<file path="src/rtl/acsv_pkg.sv">
// ----------------------------------------------------------------------------
// Archive container validator package
// Phase codes, failure codes, block tags and the status bundle handed from
// the byte parser to the result stage.
// ----------------------------------------------------------------------------
package acsv_pkg;

   // parse phases
   localparam logic [2:0] PH_HDR  = 3'd0;
   localparam logic [2:0] PH_FAT  = 3'd1;
   localparam logic [2:0] PH_NAME = 3'd2;
   localparam logic [2:0] PH_FILE = 3'd3;
   localparam logic [2:0] PH_DATA = 3'd4;
   localparam logic [2:0] PH_ERR  = 3'd5;

   // failure codes
   localparam logic [3:0] FAIL_NONE      = 4'd0;
   localparam logic [3:0] FAIL_TAG       = 4'd1;
   localparam logic [3:0] FAIL_BYTEORDER = 4'd2;
   localparam logic [3:0] FAIL_VERSION   = 4'd3;
   localparam logic [3:0] FAIL_SIZE      = 4'd4;
   localparam logic [3:0] FAIL_HDRLEN    = 4'd5;
   localparam logic [3:0] FAIL_BLOCKS    = 4'd6;
   localparam logic [3:0] FAIL_FAT_TAG   = 4'd7;
   localparam logic [3:0] FAIL_FAT_SIZE  = 4'd8;
   localparam logic [3:0] FAIL_FNT_TAG   = 4'd9;
   localparam logic [3:0] FAIL_FNT_SIZE  = 4'd10;
   localparam logic [3:0] FAIL_GMIF_TAG  = 4'd11;
   localparam logic [3:0] FAIL_GMIF_SIZE = 4'd12;
   localparam logic [3:0] FAIL_ENTRY     = 4'd13;
   localparam logic [3:0] FAIL_TRUNC     = 4'd14;

   // little-endian tags as seen in the shift word
   localparam logic [31:0] TAG_NARC = 32'h4352414E;
   localparam logic [31:0] TAG_BTAF = 32'h46415442;
   localparam logic [31:0] TAG_BTNF = 32'h464E5442;
   localparam logic [31:0] TAG_GMIF = 32'h46494D47;

   localparam logic [15:0] BYTE_ORDER  = 16'hFFFE;
   localparam logic [15:0] VERSION     = 16'h0100;
   localparam logic [15:0] HEADER_LEN  = 16'd16;
   localparam logic [15:0] BLOCK_COUNT = 16'd3;

   localparam logic [31:0] FAT_START    = 32'd16;
   localparam logic [31:0] FAT_MIN      = 32'd12;
   localparam logic [31:0] BLK_MIN      = 32'd8;
   localparam logic [31:0] SIZE_KNOWN   = 32'd12;
   localparam logic [31:0] FAT_FIT_MIN  = 32'd24;

   // archive state after the current beat, as seen by the result stage
   typedef struct packed {
      logic [3:0]  first_error;
      logic        length_over;
      logic [31:0] byte_count;
      logic [31:0] declared_size;
      logic [15:0] member_count;
      logic [31:0] data_offset;
      logic        in_data;
   } status_type;

endpackage

</file>
<file path="src/rtl/acsv_parser.sv">
// ----------------------------------------------------------------------------
// Archive byte parser
// Shifts in one byte per beat, walks the header and the three chained blocks
// and records the first failure. Clears itself after the last beat.
// ----------------------------------------------------------------------------
module acsv_parser (
   input  logic                     clock,
   input  logic                     reset,
   input  logic                     beat_valid,
   input  logic [7:0]               beat_data,
   input  logic                     beat_last,
   output acsv_pkg::status_type     status
);

   logic [31:0] pos_ff, pos_in;
   logic        over_ff, over_in;
   logic [2:0]  phase_ff, phase_in;
   logic [31:0] word_ff, word_in;
   logic [31:0] decl_ff, decl_in;
   logic [31:0] fat_size_ff, fat_size_in;
   logic [15:0] count_ff, count_in;
   logic [31:0] entry_start_ff, entry_start_in;
   logic [31:0] max_end_ff, max_end_in;
   logic [31:0] block_start_ff, block_start_in;
   logic [31:0] block_size_ff, block_size_in;
   logic [3:0]  err_ff, err_in;

   logic [3:0]  fail_c;
   logic [31:0] rel;
   logic [31:0] entry_rel;
   logic [28:0] fat_slots;
   logic [31:0] room_fat;
   logic [31:0] room_blk;

   always_comb begin
      pos_in         = pos_ff;
      over_in        = over_ff;
      phase_in       = phase_ff;
      decl_in        = decl_ff;
      fat_size_in    = fat_size_ff;
      count_in       = count_ff;
      entry_start_in = entry_start_ff;
      max_end_in     = max_end_ff;
      block_start_in = block_start_ff;
      block_size_in  = block_size_ff;
      err_in         = err_ff;
      fail_c         = acsv_pkg::FAIL_NONE;

      word_in = {beat_data, word_ff[31:8]};
      if (pos_ff == '1) begin
         over_in = 1'b1;
      end else begin
         pos_in = pos_ff + 32'd1;
      end

      rel       = pos_ff - block_start_ff;
      entry_rel = rel - 32'd12;
      fat_slots = 29'((fat_size_ff - acsv_pkg::FAT_MIN) >> 3);
      // room behind the allocation table; header checks keep decl >= 24
      room_fat  = decl_ff - acsv_pkg::FAT_START - fat_size_ff;
      room_blk  = decl_ff - block_start_ff;

      if (!over_in) begin
         unique case (phase_ff)
            acsv_pkg::PH_HDR: begin
               unique case (pos_ff)
                  32'd3: begin
                     if (word_in != acsv_pkg::TAG_NARC) fail_c = acsv_pkg::FAIL_TAG;
                  end
                  32'd5: begin
                     if (word_in[31:16] != acsv_pkg::BYTE_ORDER)
                        fail_c = acsv_pkg::FAIL_BYTEORDER;
                  end
                  32'd7: begin
                     if (word_in[31:16] != acsv_pkg::VERSION)
                        fail_c = acsv_pkg::FAIL_VERSION;
                  end
                  32'd11: begin
                     decl_in = word_in;
                  end
                  32'd13: begin
                     if (word_in[31:16] != acsv_pkg::HEADER_LEN)
                        fail_c = acsv_pkg::FAIL_HDRLEN;
                  end
                  32'd15: begin
                     if (word_in[31:16] != acsv_pkg::BLOCK_COUNT) begin
                        fail_c = acsv_pkg::FAIL_BLOCKS;
                     end else if (decl_ff < acsv_pkg::FAT_FIT_MIN) begin
                        fail_c = acsv_pkg::FAIL_FAT_TAG;
                     end else begin
                        phase_in       = acsv_pkg::PH_FAT;
                        block_start_in = acsv_pkg::FAT_START;
                     end
                  end
                  default: ;
               endcase
            end
            acsv_pkg::PH_FAT: begin
               if (rel == 32'd3) begin
                  if (word_in != acsv_pkg::TAG_BTAF) fail_c = acsv_pkg::FAIL_FAT_TAG;
               end else if (rel == 32'd7) begin
                  fat_size_in = word_in;
                  if (word_in < acsv_pkg::FAT_MIN ||
                      word_in > decl_ff - acsv_pkg::FAT_START)
                     fail_c = acsv_pkg::FAIL_FAT_SIZE;
               end else if (rel == 32'd9) begin
                  count_in = word_in[31:16];
                  if ({13'd0, word_in[31:16]} > fat_slots)
                     fail_c = acsv_pkg::FAIL_FAT_SIZE;
                  else if (room_fat < acsv_pkg::BLK_MIN)
                     fail_c = acsv_pkg::FAIL_FNT_TAG;
               end else if (rel >= 32'd12 && entry_rel[31:3] < {13'd0, count_ff}) begin
                  if (entry_rel[2:0] == 3'd3) begin
                     entry_start_in = word_in;
                  end else if (entry_rel[2:0] == 3'd7) begin
                     if (entry_start_ff > word_in)
                        fail_c = acsv_pkg::FAIL_ENTRY;
                     else if (word_in > max_end_ff)
                        max_end_in = word_in;
                  end
               end
               if (fail_c == acsv_pkg::FAIL_NONE && rel >= 32'd11 &&
                   rel == fat_size_ff - 32'd1) begin
                  phase_in       = acsv_pkg::PH_NAME;
                  block_start_in = acsv_pkg::FAT_START + fat_size_ff;
               end
            end
            acsv_pkg::PH_NAME: begin
               if (rel == 32'd3) begin
                  if (word_in != acsv_pkg::TAG_BTNF) fail_c = acsv_pkg::FAIL_FNT_TAG;
               end else if (rel == 32'd7) begin
                  block_size_in = word_in;
                  if (word_in < acsv_pkg::BLK_MIN || word_in > room_blk)
                     fail_c = acsv_pkg::FAIL_FNT_SIZE;
                  else if (room_blk - word_in < acsv_pkg::BLK_MIN)
                     fail_c = acsv_pkg::FAIL_GMIF_TAG;
               end
               if (fail_c == acsv_pkg::FAIL_NONE && rel >= 32'd7 &&
                   rel == block_size_in - 32'd1) begin
                  phase_in       = acsv_pkg::PH_FILE;
                  block_start_in = block_start_ff + block_size_in;
               end
            end
            acsv_pkg::PH_FILE: begin
               if (rel == 32'd3) begin
                  if (word_in != acsv_pkg::TAG_GMIF) fail_c = acsv_pkg::FAIL_GMIF_TAG;
               end else if (rel == 32'd7) begin
                  block_size_in = word_in;
                  // must end exactly at the declared size
                  if (word_in < acsv_pkg::BLK_MIN || word_in != room_blk)
                     fail_c = acsv_pkg::FAIL_GMIF_SIZE;
                  else if (max_end_ff > word_in - acsv_pkg::BLK_MIN)
                     fail_c = acsv_pkg::FAIL_ENTRY;
                  else
                     phase_in = acsv_pkg::PH_DATA;
               end
            end
            default: ;
         endcase
      end

      if (fail_c != acsv_pkg::FAIL_NONE) begin
         err_in   = fail_c;
         phase_in = acsv_pkg::PH_ERR;
      end
   end

   always_ff @(posedge clock) begin
      if (reset || (beat_valid && beat_last)) begin
         pos_ff         <= '0;
         over_ff        <= 1'b0;
         phase_ff       <= acsv_pkg::PH_HDR;
         word_ff        <= '0;
         decl_ff        <= '0;
         fat_size_ff    <= '0;
         count_ff       <= '0;
         entry_start_ff <= '0;
         max_end_ff     <= '0;
         block_start_ff <= '0;
         block_size_ff  <= '0;
         err_ff         <= acsv_pkg::FAIL_NONE;
      end else if (beat_valid) begin
         pos_ff         <= pos_in;
         over_ff        <= over_in;
         phase_ff       <= phase_in;
         word_ff        <= word_in;
         decl_ff        <= decl_in;
         fat_size_ff    <= fat_size_in;
         count_ff       <= count_in;
         entry_start_ff <= entry_start_in;
         max_end_ff     <= max_end_in;
         block_start_ff <= block_start_in;
         block_size_ff  <= block_size_in;
         err_ff         <= err_in;
      end
   end

   assign status.first_error   = err_in;
   assign status.length_over   = over_in;
   assign status.byte_count    = pos_in;
   assign status.declared_size = decl_in;
   assign status.member_count  = count_in;
   assign status.data_offset   = block_start_in + 32'd8;
   assign status.in_data       = (phase_in == acsv_pkg::PH_DATA);

   a_err_phase: assert property (@(posedge clock) disable iff (reset)
      (err_ff != acsv_pkg::FAIL_NONE) == (phase_ff == acsv_pkg::PH_ERR))
      else $error("error code and error phase disagree");

   a_fat_start: assert property (@(posedge clock) disable iff (reset)
      (phase_ff == acsv_pkg::PH_FAT) |-> (block_start_ff == acsv_pkg::FAT_START))
      else $error("allocation table not at offset 16");

   a_over_sat: assert property (@(posedge clock) disable iff (reset)
      over_ff |-> (pos_ff == '1))
      else $error("length overflow without saturated count");

endmodule

</file>
<file path="src/rtl/acsv_result.sv">
// ----------------------------------------------------------------------------
// Archive verdict stage
// Resolves the final failure code on the last beat and holds the verdict in
// the output register until the receiver takes it.
// ----------------------------------------------------------------------------
module acsv_result (
   input  logic                 clock,
   input  logic                 reset,
   input  logic                 load,
   input  acsv_pkg::status_type status,
   input  logic                 rsp_tready,
   output logic                 rsp_tvalid,
   output logic [87:0]          rsp_tdata
);

   logic        valid_ff;
   logic        ok_ff, ok_in;
   logic [3:0]  code_ff, code_in;
   logic [15:0] members_ff, members_in;
   logic [31:0] offset_ff, offset_in;
   logic [31:0] bytes_ff;
   logic        size_known;
   logic        size_bad;

   always_comb begin
      code_in    = status.first_error;
      size_known = status.length_over || (status.byte_count >= acsv_pkg::SIZE_KNOWN);
      size_bad   = status.length_over || (status.declared_size != status.byte_count);
      // a wrong declared size outranks anything found after the size field
      if (status.first_error == acsv_pkg::FAIL_NONE ||
          status.first_error > acsv_pkg::FAIL_VERSION) begin
         if (size_known && size_bad)
            code_in = acsv_pkg::FAIL_SIZE;
         else if (status.first_error == acsv_pkg::FAIL_NONE && !status.in_data)
            code_in = acsv_pkg::FAIL_TRUNC;
      end
      ok_in      = (code_in == acsv_pkg::FAIL_NONE);
      members_in = ok_in ? status.member_count : '0;
      offset_in  = ok_in ? status.data_offset : '0;
   end

   always_ff @(posedge clock) begin
      if (reset) begin
         valid_ff <= 1'b0;
      end else if (load) begin
         valid_ff <= 1'b1;
      end else if (rsp_tready) begin
         valid_ff <= 1'b0;
      end
   end

   always_ff @(posedge clock) begin
      if (load) begin
         ok_ff      <= ok_in;
         code_ff    <= code_in;
         members_ff <= members_in;
         offset_ff  <= offset_in;
         bytes_ff   <= status.byte_count;
      end
   end

   assign rsp_tvalid = valid_ff;
   assign rsp_tdata  = {3'd0, bytes_ff, offset_ff, members_ff, code_ff, ok_ff};

   a_ok_code: assert property (@(posedge clock) disable iff (reset)
      valid_ff |-> (ok_ff == (code_ff == acsv_pkg::FAIL_NONE)))
      else $error("pass flag and failure code disagree");

   a_fail_zero: assert property (@(posedge clock) disable iff (reset)
      (valid_ff && !ok_ff) |-> (members_ff == '0 && offset_ff == '0))
      else $error("failed archive reports layout fields");

   a_load_shows: assert property (@(posedge clock) disable iff (reset)
      load |=> valid_ff)
      else $error("verdict not presented after last beat");

endmodule

</file>
<file path="src/rtl/archive_container_stream_validator.sv">
// ----------------------------------------------------------------------------
// Archive container stream validator
// Checks the header and block chain of an archive streamed one byte a beat.
// ----------------------------------------------------------------------------
// Input channel: one archive byte per beat on req_tdata, req_tlast on the
// final byte. Multi-byte fields are little-endian.
// Output channel: one verdict beat per archive, issued for the beat carrying
// req_tlast: pass flag, first failure code, member count, file data offset
// and total byte count.
// Throughput: one byte per cycle when not stalled; a byte's checks are a
// 32-bit shift and a handful of compares and subtracts resolved in its cycle.
// Latency: the verdict appears on the cycle after the last byte is taken.
// The parser state clears itself on the last byte, so the next archive may
// start on the very next cycle.
// Stall: while a verdict waits and rsp_tready is low, req_tready is low and
// no byte is taken; bytes flow again once the verdict is accepted.
// Reset: synchronous; clears the parser to the header phase and empties the
// verdict register.
// ----------------------------------------------------------------------------
module archive_container_stream_validator (
   input  logic        clock,
   input  logic        reset,
   input  logic        req_tvalid,
   output logic        req_tready,
   input  logic [7:0]  req_tdata,   // [7:0] data_byte
   input  logic        req_tlast,   // last_byte
   output logic        rsp_tvalid,
   input  logic        rsp_tready,
   output logic [87:0] rsp_tdata    // [0] archive_ok, [4:1] fail_code,
                                    // [20:5] member_total,
                                    // [52:21] file_data_offset,
                                    // [84:53] archive_bytes, [87:85] zero
);

   acsv_pkg::status_type status;
   logic                 beat_take;

   assign req_tready = !rsp_tvalid || rsp_tready;
   assign beat_take  = req_tvalid && req_tready;

   acsv_parser u_parser (
      .clock      (clock),
      .reset      (reset),
      .beat_valid (beat_take),
      .beat_data  (req_tdata),
      .beat_last  (req_tlast),
      .status     (status)
   );

   acsv_result u_result (
      .clock      (clock),
      .reset      (reset),
      .load       (beat_take && req_tlast),
      .status     (status),
      .rsp_tready (rsp_tready),
      .rsp_tvalid (rsp_tvalid),
      .rsp_tdata  (rsp_tdata)
   );

endmodule

</file>
<file path="config.mk">
export PLATFORM = sky130hd
export DESIGN_NAME = archive_container_stream_validator
export DESIGN_NICKNAME = d
export VERILOG_FILES = /design/src/rtl/acsv_pkg.sv /design/src/rtl/acsv_parser.sv /design/src/rtl/acsv_result.sv /design/src/rtl/archive_container_stream_validator.sv
export SDC_FILE = /design/constraint.sdc
export NUM_CORES = 2
export LEC_CHECK = 0
export CAP_MARGIN = 20
export CORE_UTILIZATION = 55
export DETAILED_ROUTE_END_ITERATION = 8
export DONT_BUFFER_PORTS = 1
export PLACE_DENSITY = 0.71
export SETUP_SLACK_MARGIN = 0.02
export SLEW_MARGIN = 10
export SYNTH_ARGS = -nofsm -noshare
export SYNTH_HDL_FRONTEND = slang
export SYNTH_HIERARCHICAL = 1
export SYNTH_SLANG_ARGS = --single-unit
</file>
<file path="constraint.sdc">
create_clock -name clock -period 14.65 [get_ports clock]
set_clock_uncertainty 0.1 [all_clocks]
set_input_delay 2.93 -clock clock [delete_from_list [all_inputs] [get_ports clock]]
set_output_delay 2.93 -clock clock [all_outputs]
set_load 0.005 [all_outputs]
</file>
==> results.sh <==
export IMPL_min_delay_start="u_parser/err_ff[3]"
export IMPL_cts_tree="built"
export IMPL_final_antenna_net_count=0
export IMPL_tightest_slew_ps=1260
export IMPL_share_clk_of_total_power_pct=33.8
export IMPL_endpoint_kind="flip-flop"
export IMPL_power_density_nw_per_um2=96.5
export IMPL_gr_total_overflow=0
export IMPL_yosysUniqueCellTypes=113
export IMPL_yosysSeqAreaShare_pct=22.7
export IMPL_syn_inst=4670
export IMPL_htreeDepth=2
export IMPL_multi_input_area_um2=25300
export IMPL_startpoint_type="flip-flop"
export IMPL_grt_use_met1_pct=59.2
export IMPL_ys_warnings_count=6
export IMPL_whs_ps=388
export IMPL_fin_util_pct=59.5
export IMPL_drc=0
export IMPL_critPathLaunch="u_parser/block_start_ff[15]"
export IMPL_clk_latency_ps=620
export IMPL_synth_area_um2=35200
export IMPL_p_leak_uw=0.0154
export IMPL_busiest_layer="met2"
export IMPL_dpl_worst_slack_ps=2460
export IMPL_post_cts_resized=0
export IMPL_rsz0062_at_grt="false"
export IMPL_design_area_um2=37600
export IMPL_die_area_um2=65100
export IMPL_ir_drop_uv=107
export IMPL_arrival_ps=11900
export IMPL_cts_setup_buffers=0
export IMPL_grt_util_met2_pct=65.9
export IMPL_synth_xor_area_share_pct=10.2
export IMPL_fmax_mhz=85.9
export IMPL_die_h_um=255
export IMPL_synth_mux_area_share_pct=3.10
export IMPL_grt_pass1_wl_um=221000
export IMPL_grt_max_degree=87
export IMPL_nets=4901
export IMPL_postLayoutSetupSlackWorst_ps=3000
export IMPL_ios=103
export IMPL_wl_um=156000
export IMPL_pwr_share_comb_pct=36.7
export IMPL_worstPathRequired_ps=14910
export IMPL_synthFlopType="dfxtp_1"
export IMPL_layout_min_cycle_time_ps=11650
export IMPL_p_seq_share_pct=29.4
export IMPL_fp_dieW_um=255
export IMPL_seqCellArea_um2=8020
export IMPL_avgSynthCellArea_um2=7.55
export IMPL_synth_async_reset_ratio_pct=0
export IMPL_period_share_pct=79.5
export IMPL_cts_buffers_inserted=44
export IMPL_path_class="flip-flop to flip-flop"
export IMPL_hold_depth=2
export IMPL_core_um2=63200
export IMPL_place_area_um2=36000
export IMPL_synth_seq_cells=358
export IMPL_synthToLayoutAreaGrowth_pct=6.71
export IMPL_r2r_start="u_parser/block_start_ff[15]"
export IMPL_place_hpwl_um=122000
export IMPL_setup_violations=0
export IMPL_synth_adder_area_share_pct=12.0
export IMPL_min_path_type="flip-flop to flip-flop"
export IMPL_slowest_delay_ps=890
export IMPL_grt_pass1_vias=33000
export IMPL_status="finished clean"
export IMPL_fillers=5820
export IMPL_synth_edff_count=85
export IMPL_worst_path_max_fanout=20
export IMPL_synth_top_family_by_area="simple AND/OR/NAND/NOR gates"
export IMPL_rows=92
export IMPL_critPathSlowestCell="o21ai_0"
export IMPL_initial_core_util_pct=55.8
export IMPL_final_layout_size_suffix_gt1_share_pct=5.53
export IMPL_cts_reportedPaths_clkPinSlew_ps=60
export IMPL_finalSetupTns_ps=0
export IMPL_report_final_hold_viol_count=0
export IMPL_port_buffers=0
export IMPL_swShare_pct=38.4
export IMPL_wl_per_cell_um=28.7
export IMPL_gp_congestion=1.07
export IMPL_max_cap_violations=0
export IMPL_synth_compound_area_share_pct=19.2
export IMPL_antenna_found_initial=8
export IMPL_n_antenna_cell=0
export IMPL_worst_r2r_path_depth=35
export IMPL_cts_buffer_depth=3
export IMPL_report_final_slew_viol_count=0
export IMPL_cts_num_sinks=358
export IMPL_cts_root_buf="clkbuf_16"
export IMPL_via_per_inst=6.76
export IMPL_num_vias=36700
export IMPL_drtIter0Drc=5405
export IMPL_grt_use_met3_pct=15.6
export IMPL_p_int_uw=2240
export IMPL_grt_total_usage_pct=46.5
export IMPL_dr_pass1_iters=7
export IMPL_slew_headroom_pct=14.8
export IMPL_p_switching_uw=1390
export IMPL_synth_simple_area_share_pct=27.0
export IMPL_ctsHoldBuffers=0
==> final cells by class <==
class | count | area share (%)
clock inverters | 25 | 1.01
clock buffers | 57 | 3.22
flip-flops and latches | 358 | 21.3
well taps | 846 | 2.81
repair buffers | 84 | 1.73
multi-input cells | 3797 | 67.2
inverters | 268 | 2.67
==> cells by family (layout without fill, tap and decap cells) <==
group                      after synthesis  count (layout)
other                                    1               3
AOI/OAI and AO/OA                     1022            1022
xor gates and xnor gates               405             405
adders and majority gates              335             335
DFF                                    358             358
and+or+nand+nor                       1924            1924
muxes                                  108             108
buffers and inverters                  517             434
==> flip-flops by register name, indices dropped and copies added (netlist names) <==
signal / cells
u_parser/over_ff: 1
u_parser/word_ff: 24
u_parser/block_start_ff: 32
u_result/code_ff: 4
u_result/members_ff: 16
u_parser/decl_ff: 32
u_parser/pos_ff: 32
u_result/offset_ff: 32
u_result/rsp_tvalid: 1
u_result/ok_ff: 1
u_parser/max_end_ff: 32
u_parser/fat_size_ff: 32
u_parser/count_ff: 16
u_parser/block_size_ff: 32
u_parser/phase_ff: 3
u_parser/entry_start_ff: 32
u_result/bytes_ff: 32
u_parser/err_ff: 4
==> stage by stage <==
step / power [µW] / instances
2_1_floorplan: 1970 / 4672
3_3_place_gp: 2370 / 5350
3_5_place_dp: 2360 / 5350
4_1_cts: 3570 / 5432
5_1_grt: 3750 / 5435
6_report: 3630 / 5435
==> cell usage in the layout, fill, tap and decap left out, drive strengths merged, types with 70 or more instances in the layout <==
cell	instances
dfxtp	273
and3	70
inv	268
nand3	138
a21o	103
xnor2	288
edfxtp	85
nand2	420
a211oi	102
nor3	162
mux2i	98
nor2	583
nand4	119
and2	84
o21ai	200
nor4	99
buf	83
a21oi	256
ha	332
xor2	115
==> metal layers <==
| metal | wire length, µm | vias up |
|---|---|---|
| met5 | 41 | - |
| met4 | 12300 | 6 |
| met3 | 21700 | 553 |
| met2 | 61800 | 2398 |
| met1 | 59900 | 17300 |
| li1 | - | 16500 |
==> path summary, 6_finish.rpt <==
path	end	slack (ps)
worst max-delay path	u_result/offset_ff[31]	3000
worst min-delay path	u_parser/err_ff[3]	390
worst max register to register	u_result/offset_ff[31]	3000
worst min register to register	u_parser/err_ff[3]	390
==> power by group through the flow <==
stage | logic [µW] | clock network [µW] | registers (µW)
after detailed placement | 1270 | 0 | 1090
after CTS | 1280 | 1230 | 1070
after global placement | 1280 | 0 | 1090
after global routing | 1420 | 1260 | 1070
final | 1330 | 1230 | 1070
after floorplan | 894 | 0 | 1080
==> synthesized netlist by cell type, types with 49 or more instances <==
master	instances	area share, %
xnor2_1	286	7.1
dfxtp_1	273	16
nor2_1	582	6.2
ha_1	332	12
o21ai_0	198	2.8
and3_1	70	1.2
nor2b_1	49	0.87
xor2_1	115	2.9
inv_1	262	2.8
nor3_1	156	2.2
edfxtp_1	85	7.2
and2_1	82	1.5
nand4_1	118	2.1
clkbuf_1	209	2.2
o21a_1	50	1.1
a21o_1	103	2.2
a211oi_1	102	2.2
nor4_1	91	1.6
mux2i_1	98	2.8
nand2_1	420	4.5
a21oi_1	253	3.6
nand3_1	138	2.0
==> critical path, delay by kind of cell (launching register included) <==
kind            cells  cell delay (ps)
xor+xnor            2              350
buf+inv             2              320
compound gates      9             2850
fa+ha+maj           3             1100
simple gates       19             6210
flops               1              460
Note: power is estimated with default switching activity, not from simulation.
